==> config.mk <==
export PLATFORM = sky130hd
export DESIGN_NAME = msf_chan_ctrl
export DESIGN_NICKNAME = d
export VERILOG_FILES = /design/src/design/msf_pkg.sv /design/src/design/msf_mod_unit.sv /design/src/design/msf_chan_ctrl.sv
export SDC_FILE = /design/constraint.sdc
export NUM_CORES = 1
export LEC_CHECK = 0
export ABC_AREA = 1
export BUFFER_PORTS_ARGS = -buffer_cell sky130_fd_sc_hd__buf_4
export CORE_MARGIN = 1.5
export CORE_UTILIZATION = 30
export DETAILED_ROUTE_END_ITERATION = 7
export GPL_ROUTABILITY_DRIVEN = 0
export SYNTH_ARGS = -nofsm -noshare
export SYNTH_HDL_FRONTEND = slang
export SYNTH_SLANG_ARGS = --single-unit
==> constraint.sdc <==
create_clock -name i_clk -period 11 [get_ports i_clk]
set_clock_uncertainty 0.15 [all_clocks]
set_input_delay 2.2 -clock i_clk [delete_from_list [all_inputs] [get_ports i_clk]]
set_output_delay 2.2 -clock i_clk [all_outputs]
set_load 0.005 [all_outputs]
==> src/design/msf_pkg.sv <==
// Shared types and constants for the multichannel sample FIFO.
package msf_pkg;

    // Width of the capacity configuration register.
    localparam int CFG_W = 11;
    // Capacity after reset, before clamping to the store depth.
    localparam int CAPACITY_RESET = 1024;
    // Width of the fill count reported with every result.
    localparam int COUNT_W = 11;

    // Command codes.
    localparam logic [0:0] CMD_PUSH = 1'b0;
    localparam logic [0:0] CMD_POP  = 1'b1;

    typedef struct packed {
        logic [0:0]  command;
        logic [2:0]  channel;
        logic [31:0] sample_in;
        logic        block_last;
    } t_in_item;

    typedef struct packed {
        logic [31:0]        sample_out;
        logic [COUNT_W-1:0] fill_count;
        logic               overflow;
        logic               underflow;
        logic               block_last_out;
    } t_out_item;

    // Result flags of one transaction, produced by the channel controller.
    typedef struct packed {
        logic               pop_ok;
        logic               overflow;
        logic               underflow;
        logic               block_last;
        logic [COUNT_W-1:0] fill_count;
    } t_step_flags;

    // Sample store access for one cycle.
    typedef struct packed {
        logic wr_en;
        logic rd_en;
    } t_store_ctl;

    // Read-index rebuild sequencer states.
    typedef enum logic [1:0] {
        ST_IDLE,
        ST_LOAD,
        ST_WAIT
    } t_rebuild_state;

endpackage

==> src/design/msf_mod_unit.sv <==
// Iterative remainder unit: signed value modulo an unsigned divisor, one bit per cycle.
module msf_mod_unit #(
    parameter int MAG_W = 11
) (
    input  logic             i_clk,
    input  logic             i_rst_n,
    input  logic             i_start,
    input  logic             i_neg,
    input  logic [MAG_W-1:0] i_mag,
    input  logic [MAG_W-1:0] i_div,
    output logic             o_done,
    output logic [MAG_W-1:0] o_rem
);
    localparam int CNT_W = $clog2(MAG_W + 1);

    logic             r_busy;
    logic             r_done;
    logic [CNT_W-1:0] r_cnt;
    logic [MAG_W-1:0] r_mag;
    logic [MAG_W:0]   r_rem;
    logic [MAG_W-1:0] r_div;
    logic             r_neg;

    logic [MAG_W:0]   n_trial;
    logic [MAG_W:0]   n_rem;

    // Restoring step: shift in the next dividend bit and subtract when possible.
    always_comb begin
        n_trial = {r_rem[MAG_W-1:0], r_mag[MAG_W-1]};
        if (n_trial >= {1'b0, r_div}) begin
            n_rem = n_trial - {1'b0, r_div};
        end else begin
            n_rem = n_trial;
        end
    end

    always_ff @(posedge i_clk) begin
        if (!i_rst_n) begin
            r_busy <= 1'b0;
            r_done <= 1'b0;
            r_cnt  <= '0;
        end else if (i_start) begin
            r_busy <= 1'b1;
            r_done <= 1'b0;
            r_cnt  <= CNT_W'(MAG_W);
        end else if (r_busy) begin
            r_cnt <= r_cnt - CNT_W'(1);
            if (r_cnt == CNT_W'(1)) begin
                r_busy <= 1'b0;
                r_done <= 1'b1;
            end
        end else begin
            r_done <= 1'b0;
        end
    end

    always_ff @(posedge i_clk) begin
        if (i_start) begin
            r_mag <= i_mag;
            r_rem <= '0;
            r_div <= i_div;
            r_neg <= i_neg;
        end else if (r_busy) begin
            r_mag <= {r_mag[MAG_W-2:0], 1'b0};
            r_rem <= n_rem;
        end
    end

    // A negative value with a nonzero remainder folds back into the range.
    assign o_done = r_done;
    assign o_rem  = (r_neg && (r_rem != '0)) ? (r_div - r_rem[MAG_W-1:0])
                                             : r_rem[MAG_W-1:0];

    a_rem_below_div: assert property (@(posedge i_clk) disable iff (!i_rst_n)
        o_done |-> (o_rem < r_div))
        else $error("remainder not below divisor");

endmodule

==> src/design/msf_chan_ctrl.sv <==
// Per-channel pointers and fill levels, transaction decision and read-index rebuild.
module msf_chan_ctrl #(
    parameter int CHANNELS = 8,
    parameter int DEPTH    = 1024
) (
    input  logic                                  i_clk,
    input  logic                                  i_rst_n,
    input  logic [$clog2(DEPTH+1)-1:0]            i_cap,
    input  logic                                  i_rebuild,
    input  logic                                  i_item_valid,
    input  msf_pkg::t_in_item                     i_item,
    output msf_pkg::t_store_ctl                   o_store,
    output logic [$clog2(CHANNELS*DEPTH)-1:0]     o_addr,
    output msf_pkg::t_step_flags                  o_flags,
    output logic                                  o_busy
);
    import msf_pkg::*;

    localparam int CAP_W  = $clog2(DEPTH + 1);
    localparam int PTR_W  = $clog2(DEPTH);
    localparam int CH_W   = (CHANNELS > 1) ? $clog2(CHANNELS) : 1;
    localparam int ADDR_W = $clog2(CHANNELS * DEPTH);

    logic [PTR_W-1:0] r_wp  [CHANNELS];
    logic [CAP_W-1:0] r_lvl [CHANNELS];
    // Oldest-sample slot, kept equal to (write pointer - fill level) mod capacity.
    logic [PTR_W-1:0] r_rd  [CHANNELS];

    t_rebuild_state r_state;
    t_rebuild_state n_state;
    logic [CH_W-1:0] r_ch;

    logic             in_range;
    logic [CH_W-1:0]  ch;
    logic [PTR_W-1:0] wp;
    logic [CAP_W-1:0] lvl;
    logic [PTR_W-1:0] rd;
    logic             wp_wrap;
    logic [PTR_W-1:0] idx;
    logic [CAP_W-1:0] inc;
    logic [PTR_W-1:0] wp_nxt;
    logic [CAP_W-1:0] rd_inc;
    logic [PTR_W-1:0] rd_pop;
    logic [PTR_W-1:0] rd_push;
    logic             is_pop;
    logic             full;
    logic             empty;
    logic             do_push;
    logic             do_pop;
    logic [CAP_W-1:0] lvl_new;

    logic             last_ch;
    logic [CAP_W-1:0] rb_wp;
    logic [CAP_W-1:0] rb_lvl;
    logic             rb_neg;
    logic [CAP_W-1:0] rb_mag;
    logic             mod_start;
    logic             mod_done;
    logic [CAP_W-1:0] mod_rem;
    logic             rb_write;

    always_comb begin
        in_range = 32'(i_item.channel) < CHANNELS;
        ch       = CH_W'(i_item.channel);
        wp       = r_wp[ch];
        lvl      = r_lvl[ch];
        rd       = r_rd[ch];
        is_pop   = i_item.command == CMD_POP;
        full     = lvl >= i_cap;
        empty    = lvl == '0;

        // A pointer left beyond a reduced capacity restarts at slot zero.
        wp_wrap = CAP_W'(wp) >= i_cap;
        idx     = wp_wrap ? '0 : wp;
        inc     = CAP_W'(idx) + CAP_W'(1);
        wp_nxt  = (inc >= i_cap) ? '0 : PTR_W'(inc);

        rd_inc  = CAP_W'(rd) + CAP_W'(1);
        rd_pop  = (rd_inc >= i_cap) ? '0 : PTR_W'(rd_inc);
        // After a restart at slot zero the oldest slot is -level mod capacity.
        rd_push = wp_wrap ? (empty ? '0 : PTR_W'(i_cap - lvl)) : rd;

        do_push = i_item_valid && in_range && !is_pop && !full;
        do_pop  = i_item_valid && in_range && is_pop && !empty;

        if (do_push) begin
            lvl_new = lvl + CAP_W'(1);
        end else if (do_pop) begin
            lvl_new = lvl - CAP_W'(1);
        end else begin
            lvl_new = lvl;
        end

        o_addr = ADDR_W'(ch) * ADDR_W'(DEPTH) + ADDR_W'(is_pop ? rd : idx);
        o_store.wr_en = do_push;
        o_store.rd_en = do_pop;

        o_flags.pop_ok     = do_pop;
        o_flags.overflow   = in_range && !is_pop && full;
        o_flags.underflow  = in_range && is_pop && empty;
        o_flags.block_last = i_item.block_last;
        o_flags.fill_count = in_range ? COUNT_W'(lvl_new) : '0;
    end

    // Rebuild operands: the signed difference of pointer and level for r_ch.
    always_comb begin
        rb_wp   = CAP_W'(r_wp[r_ch]);
        rb_lvl  = r_lvl[r_ch];
        rb_neg  = rb_lvl > rb_wp;
        rb_mag  = rb_neg ? (rb_lvl - rb_wp) : (rb_wp - rb_lvl);
        last_ch = r_ch == CH_W'(CHANNELS - 1);
    end

    always_comb begin
        n_state = r_state;
        case (r_state)
            ST_IDLE: n_state = ST_IDLE;
            ST_LOAD: n_state = ST_WAIT;
            ST_WAIT: begin
                if (mod_done) begin
                    n_state = last_ch ? ST_IDLE : ST_LOAD;
                end
            end
            default: n_state = ST_IDLE;
        endcase
        if (i_rebuild) begin
            n_state = ST_LOAD;
        end
    end

    always_comb begin
        mod_start = (r_state == ST_LOAD) && !i_rebuild;
        rb_write  = (r_state == ST_WAIT) && mod_done && !i_rebuild;
        o_busy    = (r_state != ST_IDLE) || i_rebuild;
    end

    always_ff @(posedge i_clk) begin
        if (!i_rst_n) begin
            r_state <= ST_IDLE;
            r_ch    <= '0;
        end else begin
            r_state <= n_state;
            if (i_rebuild) begin
                r_ch <= '0;
            end else if (rb_write && !last_ch) begin
                r_ch <= r_ch + CH_W'(1);
            end
        end
    end

    always_ff @(posedge i_clk) begin
        if (!i_rst_n) begin
            for (int i = 0; i < CHANNELS; i++) begin
                r_wp[i]  <= '0;
                r_lvl[i] <= '0;
                r_rd[i]  <= '0;
            end
        end else begin
            if (do_push) begin
                r_wp[ch]  <= wp_nxt;
                r_lvl[ch] <= lvl_new;
                r_rd[ch]  <= rd_push;
            end else if (do_pop) begin
                r_lvl[ch] <= lvl_new;
                r_rd[ch]  <= rd_pop;
            end
            if (rb_write) begin
                r_rd[r_ch] <= PTR_W'(mod_rem);
            end
        end
    end

    msf_mod_unit #(
        .MAG_W (CAP_W)
    ) u_mod (
        .i_clk   (i_clk),
        .i_rst_n (i_rst_n),
        .i_start (mod_start),
        .i_neg   (rb_neg),
        .i_mag   (rb_mag),
        .i_div   (i_cap),
        .o_done  (mod_done),
        .o_rem   (mod_rem)
    );

    a_rebuild_ends: assert property (@(posedge i_clk) disable iff (!i_rst_n)
        (rb_write && last_ch && !i_rebuild) |=> (r_state == ST_IDLE) || $past(i_rebuild))
        else $error("rebuild did not finish after the last channel");

endmodule

; Word-level counts from Yosys, hierarchy flattened
; Memory sizes are Yosys's and may differ from the RTL's. A register that Yosys moved wholly into a read port is not among the register bits.
; Index checks and enable logic that the tools add are counted.
[totals]
regBits = 46
ram_bits = 248
inputBits = 52
wordCells = 121
mem_count = 3
[op_classes]
addsub = 12
magnitude_cmp = 6
n_eq_ne = 6
n_mux = 51
n_bitwise = 4
n_reduce_logical = 28
[memory_table]
columns = memory, depth, width, rd, rd_clocked_by_memory_dff, wr, line_no
row1 = r_lvl, 8, 11, 2, 1, 8, msf_chan_ctrl.sv:25  ; logic [CAP_W-1:0] r_lvl [CHANNELS];
row2 = r_rd, 8, 10, 1, 0, 8, msf_chan_ctrl.sv:27  ; logic [PTR_W-1:0] r_rd [CHANNELS];
row3 = r_wp, 8, 10, 2, 1, 8, msf_chan_ctrl.sv:24  ; logic [PTR_W-1:0] r_wp [CHANNELS];
[op_table]
columns = operator, n
row1 = $mux W10, 11
row2 = $mux W11, 7
row3 = $ge A11 B11 Y1, 3
row4 = $reduce_or A10 Y1, 3
row5 = $mux W3, 8
row6 = $add A10 B1 Y11 const B, 2
row7 = $mux W1, 20
row8 = $sub A10 B10 Y10, 2
row9 = $add A13 B10 Y13, 1
row10 = $ge A12 B11 Y1, 1
row11 = $mux W12, 1
row12 = $reduce_bool A12 Y1, 1
row13 = $sub A12 B11 Y12, 1
row14 = $add A11 B1 Y11 const B, 1
row15 = $ge A10 B11 Y1, 1
row16 = $gt A11 B10 Y1, 1
row17 = $logic_and A1 B1 Y1, 11
row18 = $logic_not A11 Y1, 1
row19 = $reduce_or A11 Y1, 1
row20 = $sub A10 B11 Y11, 1
row21 = $sub A11 B1 Y11 const B, 1
row22 = $sub A11 B10 Y11, 1
row23 = $mux W4, 2
row24 = $logic_not A1 Y1, 5
row25 = other kinds (16), 20

; Longest topological paths before layout
; Gate-level depths: netlist (run 1).
; An unclocked memory read counts as a cell.
[logic_depth]
depth_word = 11
mapped_depth = 32
depth_no_buf = 31

; Cells and area by module
; From an unflattened synthesis (run 1), not the netlist that was laid out.
[unflattened]
cells_unflattened = 2967
area_unflattened_um2 = 21286.7
[modules_own_cells]
columns = mod, n_inst, cells_per_inst, area_per_inst_um2, seq_area_each_um2
row1 = msf_chan_ctrl, 1, 2528, 18153.7, 7607.3
row2 = msf_mod_unit, 1, 439, 3133.0, 1051.0

; Worst setup path after synthesis (run 1)
; Ideal clock, no wire load.
[synth_path]
path_type = input -> output
from = input i_item[33] (netlist name)
to = output o_flags[8] (netlist name)
arrival_time_ns = 5.113
t_required_ns = 8.650
path_slack_ns = 3.537
cell_stages = 21
path_buffers = 6
path_cell_list = buf_6 buf_6 buf_6 buf_6 o21ai_0 nand2_1 nand2_1 nand2_1 nand2_1 clkbuf_1 ha_1 inv_1 nor3_1 nand3b_1 nand4_1 nor2_1 clkbuf_1 nand4_1 nand2_1 xor2_1 inv_1
[synth_rtl]
columns = element, line_no
row1 = from (decl), msf_chan_ctrl.sv:11  ; input msf_pkg::t_in_item i_item,
row2 = to (decl), msf_chan_ctrl.sv:14  ; output msf_pkg::t_step_flags o_flags,

; Final worst setup path (run 1)
[layout_path]
from = input i_item[35] (netlist name)
to = output o_addr[9]
[layout_between]
elab_chain_len = 5
[layout_lines]
columns = element, line_no
row1 = $mem_v2 Z8 W10, --
row2 = $ge A10 B11 Y1, msf_chan_ctrl.sv:73  ; wp_wrap = CAP_W'(wp) >= i_cap;
row3 = $mux W10, msf_chan_ctrl.sv:74  ; idx = wp_wrap ? '0 : wp;
row4 = $mux W10 (*), msf_chan_ctrl.sv:94  ; o_addr = ADDR_W'(ch) * ADDR_W'(DEPTH) + ADDR_W'(is_pop ? rd : idx);
row5 = $add A13 B10 Y13 (*), msf_chan_ctrl.sv:94
row6 = to (decl), msf_chan_ctrl.sv:13  ; output logic [$clog2(CHANNELS*DEPTH)-1:0] o_addr,
; Mark *: on every way between the ends. The rest lies on a longest branch, timed or not.

==> results of run 1 <==
-- power by group --
part | switching, mW | total [mW] | internal (mW)
combinational | 0.563 | 0.776 | 0.213
clock | 0.505 | 1.22 | 0.715
sequential | 0.0317 | 1.32 | 1.29
total | 1.10 | 3.32 | 2.22
-- flip-flops by register name, indices dropped and copies added, names as in the netlist, 2 cells and up, named ones only --
signal,count
r_ch,3
r_lvl,88
r_rd,80
r_state,2
r_wp,80
u_mod.r_cnt,4
u_mod.r_div,11
u_mod.r_mag,11
u_mod.r_rem,12
-- cell type report --
cell class,instances,area share [%]
Tap cell,882,4.832
Clock buffer,53,4.777
Multi-Input combinational cell,2088,44.96
Timing Repair Buffer,71,2.389
Sequential cell,297,37.92
Clock inverter,12,0.4218
Inverter,286,4.706
-- logic make-up after synthesis --
kind of cell             after synthesis
AND/OR/NAND/NOR                     1467
AO/OA/AOI/OAI                        464
buffers and inverters                414
flip-flops                           297
adder cells (fa/ha/maj)              107
XOR/XNOR                              50
-- final timing paths --
path,from,endpoint,depth (start not counted)
hold reg to reg,r_state[1],r_state[1],2
setup reg to reg,r_wp[5][9],r_wp[4][0],23
hold / removal,r_state[1],r_state[1],2
setup / recovery,i_item[35],o_addr[9],14
-- cells in the final DEF, fill, tap and decap left out, types with 3 or more instances in the layout --
master     instances
edfxtp_1         271
a21boi_0           3
clkinv_2           6
fa_1               5
o21ai_1           42
xor2_1            42
o21bai_1           5
nor2_2             8
inv_1            263
dfxtp_1           25
nor4_1             5
a221oi_1           3
nand2_1         1020
o22ai_1            6
buf_4             70
nor3_1            15
nor2_4             8
ha_1             102
clkinv_1           4
a211oi_1           4
a21o_1             3
nand2_2           27
or2_2             10
nor2_1           242
nand3_2            4
clkbuf_1          10
xnor2_1            8
a22oi_1            4
a31oi_1           12
clkbuf_16         41
nand3b_1           6
o21ai_0          193
a21oi_1          170
inv_2             20
o211ai_1          12
nand4_1           21
nand3_1           88
nor3_2             9
-- worst min-delay path, stage by stage, from the launching register on --
cell and delay, ps:
dfxtp_1 320, nand3_1 80, a21oi_1 60
-- routing by layer --
metal,vias up,part of all wire [%],track usage (%)
li1,9097,-,-
met1,8534,45,25.49
met2,697,44,29.21
met3,108,7.6,2.796
met4,0,3.5,7.568
met5,-,0,0
-- through the flow --
| step | power [mW] | hold slack, ps |
|---|---|---|
| 4_1_cts | 3.317 | 360.9 |
| 6_report | 3.318 | 356.3 |
| 5_1_grt | 3.450 | 374.6 |
| 2_1_floorplan | 1.849 | 309.8 |
| 3_3_place_gp | 2.104 | 346.4 |
| 3_5_place_dp | 2.108 | 350.3 |
==> flow_metrics.py, run 1 <==
metrics = {
    "synth": {
        "synthCells": 2799,
        "synth_compound_area_share_pct": 11.89,
        "synth_seq_area_share_pct": 41.93,
        "synth_simple_gate_area_share_pct": 29.04,
        "synth-seq-cells": 297,
        "synth_top_family_by_area": "simple AND/OR/NAND/NOR gates",
        "synth-xor-area-share_pct": 2.121,
        "syn_nets": 2958,
        "syn_avg_cell_area_um2": 7.378,
        "yosys_warnings": 0,
        "synth-async-reset-ratio_pct": 0,
        "syn_area_mm2": 0.02065,
        "synth_edf_count": 271,
        "synth_top_cell_by_area": "edfxtp_1",
        "synth_top_area_share_pct": 39.41,
        "synth_ff_type": "edfxtp_1",
        "synth_common_cells": "nand2_1 (1020), edfxtp_1 (271), inv_1 (265)",
        "synth_cell_type_count": 47,
        "synthAdderAreaFrac_pct": 6.665,
        "yosys-mux-area-fraction_pct": 0,
        "ys_top_cells_by_area": "edfxtp_1 (39%), nand2_1 (19%), ha_1 (6.2%)",
        "yosysMostFrequentCell": "nand2_1",
    },
    "global_route": {
        "grt_pass1_vias": 16790,
        "grt_max_degree": 176,
        "grt_pass1_wl_mm": 100.4,
        "antenna_found_initial": 0,
        "overflow": 0,
        "grt_util_all_layers_pct": 18.58,
    },
    "outcome": {
        "outcome": "finished clean",
    },
    "clock_tree": {
        "cts_buffer_depth": 3,
        "ctsResizeCount": 0,
        "cts_tree": "yes",
        "path_clk_slew_ps": 50,
        "worstSkewPairLatency_ps": 570,
        "htreeDepth": 2,
        "cts.sinks": 297,
        "hold_buffers": 0,
        "clockRootBuffer": "clkbuf_16",
        "post_cts_buffers": 0,
        "numCtsBuffers": 37,
    },
    "detailed_routing": {
        "routed_wl_mm": 66.21,
        "viasPerCell": 4.998,
        "dr.pass1.iters": 6,
        "drc": 0,
        "routedWlPerCell_um": 17.95,
        "drt_iter0_drc": 1743,
        "ant_nets": 0,
        "vias": 18440,
    },
    "floorplan": {
        "io_pins": 83,
        "fp.dieH_um": 265.4,
        "fp.dieArea_mm2": 0.07042,
        "die_x_um": 265.4,
        "initial_core_util_pct": 30.22,
        "rows": 96,
        "coreArea_mm2": 0.06835,
    },
    "hold_path": {
        "hold_path.class": "reg2reg",
    },
    "timing": {
        "hold_violations": 0,
        "fmax_mhz": 110.2,
        "tns_ps": 0,
        "min_period_ps": 9073,
        "setup_slack_ps": 1927,
        "tightest_slew_ps": 1049,
        "finalCritPeriodShare_pct": 82.49,
        "finalMaxSlewViolations": 0,
        "slew_headroom_pct": 29.86,
        "rsz0062_at_grt": "no",
        "finalSetupViolations": 0,
    },
    "cells_and_area": {
        "drive_gt1_share_pct": 7.659,
        "final_cell_count_no_fill": 3689,
        "antenna_cells": 0,
        "fin_area_mm2": 0.02284,
        "synthToLayoutAreaGrowth_pct": 10.59,
        "fin_util_pct": 33.42,
        "nFillCells": 7258,
        "seq_area_mm2": 0.008660,
        "multi_input_area_mm2": 0.01027,
        "final_nets": 2940,
    },
    "place": {
        "portBuffers": 48,
        "dp_hpwl_mm": 46.28,
        "place_inst": 3624,
        "place_ws_ps": 1985,
        "placed_cell_area_mm2": 0.02165,
    },
    "worst_setup_path": {
        "path_cells": "buf_4 -> inv_2 -> nor3_2 -> a221oi_1 -> nand3_1 -> ha_1 -> a21oi_1 -> a21oi_1 -> a21oi_1 -> nand2_1 -> inv_1 -> nand2_1 -> o21ai_0 -> buf_4",
        "cp.required_ps": 8650,
        "cp_max_fo": 33,
        "crit_family": "buffers and inverters",
        "cp_common_cell": "a21oi_1",
        "startpoint_type": "primary input",
        "crit_slowest_cell": "nor3_2",
        "cp.arrival_ps": 6720,
        "worst-path-buf-inv": 4,
        "endpoint_kind": "output pin",
        "r2r_slack_ps": 5090,
        "cp_slowest_stage_delay_ps": 530,
        "crit_type": "in2out",
    },
    "power_and_ir_drop": {
        "ir_drop_mv": 0.08241,
        "power_per_cell_area_mw_per_mm2": 145.3,
        "p_leak_nw": 10.25,
    },
    "run": {
        "cap_violations": 0,
    },
}
Note: power is estimated with default switching activity, not from simulation.
==> inputs of run 2 (changes only) <==
==> constraint.sdc (replaced) <==
create_clock -name i_clk -period 7.4 [get_ports i_clk]
set_clock_uncertainty 0.15 [all_clocks]
set_input_delay 1.48 -clock i_clk [delete_from_list [all_inputs] [get_ports i_clk]]
set_output_delay 1.48 -clock i_clk [all_outputs]
set_load 0.005 [all_outputs]
==> flow_metrics.py, run 2 (synthesized netlist as in run 1, its figures left out) <==
metrics = {
    "floorplan": {
        "rows": 96,
        "io_pins": 83,
        "die_x_um": 265.4,
        "coreArea_mm2": 0.06835,
        "initial_core_util_pct": 30.22,
        "fp.dieH_um": 265.4,
        "fp.dieArea_mm2": 0.07042,
    },
    "cells_and_area": {
        "nFillCells": 7249,
        "antenna_cells": 0,
        "largestRegisters": "r_lvl x88, r_rd x80, r_wp x80",
        "mostFrequentLayoutCells": "nand2_1 (1019), edfxtp_1 (271), inv_1 (263)",
        "final_nets": 2951,
        "regMostFlops": "r_lvl",
        "synthToLayoutAreaGrowth_pct": 10.68,
        "largest_reg_flops": 88,
        "drive_gt1_share_pct": 7.698,
        "fin_area_mm2": 0.02286,
        "layout_commonest_cell": "nand2_1",
    },
    "worst_setup_path": {
        "crit_type": "in2out",
        "r2r-end": "u_mod.r_mag[1]",
        "r2r_slack_ps": 2140,
        "crit_slowest_cell": "nor2_1",
        "cp.arrival_ps": 5370,
        "r2r_cells": 20,
        "cp_common_cell": "nand2_1",
        "startpoint_type": "primary input",
        "cp_max_fo": 21,
        "cp_slowest_stage_delay_ps": 460,
        "cp.required_ps": 5770,
        "startpoint": "i_item[34]",
        "path_cells": "buf_4 -> inv_2 -> buf_4 -> nand2_1 -> nand2_1 -> nand2_1 -> nand2_1 -> ha_1 -> a21oi_1 -> o21a_1 -> nand4_1 -> nor2_1 -> clkinv_1 -> nor2_1 -> nand3_1 -> nand2_1 -> nand2_1 -> nand2_1 -> inv_1 -> buf_4",
        "endpoint_kind": "output pin",
    },
    "global_route": {
        "grt_max_degree": 70,
        "grt_pass1_vias": 17090,
        "grt_util_all_layers_pct": 18.53,
        "grt_pass1_wl_mm": 100.7,
        "overflow": 0,
        "antenna_found_initial": 0,
    },
    "clock_tree": {
        "path_clk_slew_ps": 60,
        "numCtsBuffers": 36,
        "htreeDepth": 2,
        "cts_buffer_depth": 3,
        "hold_buffers": 0,
        "cts_tree": "yes",
        "clockRootBuffer": "clkbuf_16",
        "worstSkewPairLatency_ps": 570,
        "cts.sinks": 297,
        "ctsResizeCount": 0,
        "post_cts_buffers": 0,
    },
    "detailed_routing": {
        "routed_wl_mm": 66.12,
        "vias": 18590,
        "dr.pass1.iters": 6,
        "ant_nets": 0,
        "viasPerCell": 5.022,
        "routedWlPerCell_um": 17.87,
        "drc": 0,
        "drt_iter0_drc": 1914,
    },
    "timing": {
        "slew_headroom_pct": 25.13,
        "hold_violations": 0,
        "rsz0062_at_grt": "no",
        "finalCritPeriodShare_pct": 94.58,
        "finalSetupViolations": 0,
        "hold_ws_ps": 361.3,
        "fmax_mhz": 142.9,
        "min_period_ps": 6999,
        "finalMaxSlewViolations": 0,
        "tightest_slew_ps": 1111,
        "tns_ps": 0,
    },
    "place": {
        "portBuffers": 48,
        "placed_cell_area_mm2": 0.02177,
        "dp_hpwl_mm": 47.47,
    },
    "hold_path": {
        "hold_path.class": "reg2reg",
        "hold_depth": 2,
        "hold_start": "u_mod.r_rem[9]",
        "min_to": "u_mod.r_rem[9]",
    },
    "power_and_ir_drop": {
        "p_sw_share_pct": 33.64,
        "ir_drop_mv": 0.1573,
        "power_per_cell_area_mw_per_mm2": 210.5,
        "internal-power_mw": 3.193,
        "p_leak_nw": 10.25,
        "combPwrFrac_pct": 24.1,
        "pwr-share-clk_pct": 35.0,
        "p_seq_share_pct": 40.9,
        "power_switching_mw": 1.618,
    },
    "outcome": {
        "outcome": "finished clean",
    },
    "run": {
        "cap_violations": 0,
    },
}
run 2: layer usage:
metal | GRT usage [%] | share of wire [%] | vias up
met5 | 0 | 0 | -
met3 | 3.657 | 8.1 | 113
li1 | - | - | 9111
met1 | 25.14 | 44 | 8655
met2 | 28.36 | 43 | 709
met4 | 8.510 | 4.6 | 0
run 2: layout make-up:
type	instances	area (um^2)	share of cell area [%]
well taps	882	1104	4.828
flip-flops and latches	297	8660	37.89
inverters	286	1079	4.719
repair buffers	83	660.6	2.890
clock buffers	49	959.7	4.199
clock inverters	16	123.9	0.5420
multi-input cells	2088	10270	44.93
run 2: critical path, delay by kind of cell:
kind	cells	cell delay, ps
AOI/OAI and AO/OA	2	350
and+or+nand+nor	11	1760
adders and majority gates	1	340
buffers and inverters	6	1430
run 2: worst max-delay path by stage:
stage / depth (start not counted) / slack [ps] / to
finish: 20 / 400 / o_flags[10]
global route: 22 / 220 / o_flags[10]
CTS: 20 / 420 / o_addr[9]
detailed placement: 20 / 440 / o_addr[9]
global placement: 19 / 490 / o_addr[9]
floorplan: 21 / 1380 / o_flags[8]
run 2: power groups by stage:
stage,Sequential (mW),Combinational (mW),Clock [mW]
3_3_place_gp,2.00,1.13,0
4_1_cts,1.96,1.15,1.71
3_5_place_dp,2.00,1.14,0
2_1_floorplan,1.98,0.764,0
6_report,1.97,1.16,1.69
5_1_grt,1.97,1.28,1.77
run 2: per-stage QoR:
| step | util [%] | setup WS [ps] | power [mW] | instances |
|---|---|---|---|---|
| CTS | 33.43 | 421.2 | 4.819 | 3701 |
| global placement | 31.85 | 493.2 | 3.130 | 3636 |
| finish | 33.44 | 401.3 | 4.811 | 3701 |
| floorplan | - | 1377 | 2.748 | 2799 |
| global route | 33.44 | 217.3 | 5.029 | 3701 |
| detailed placement | 31.85 | 436.8 | 3.138 | 3636 |
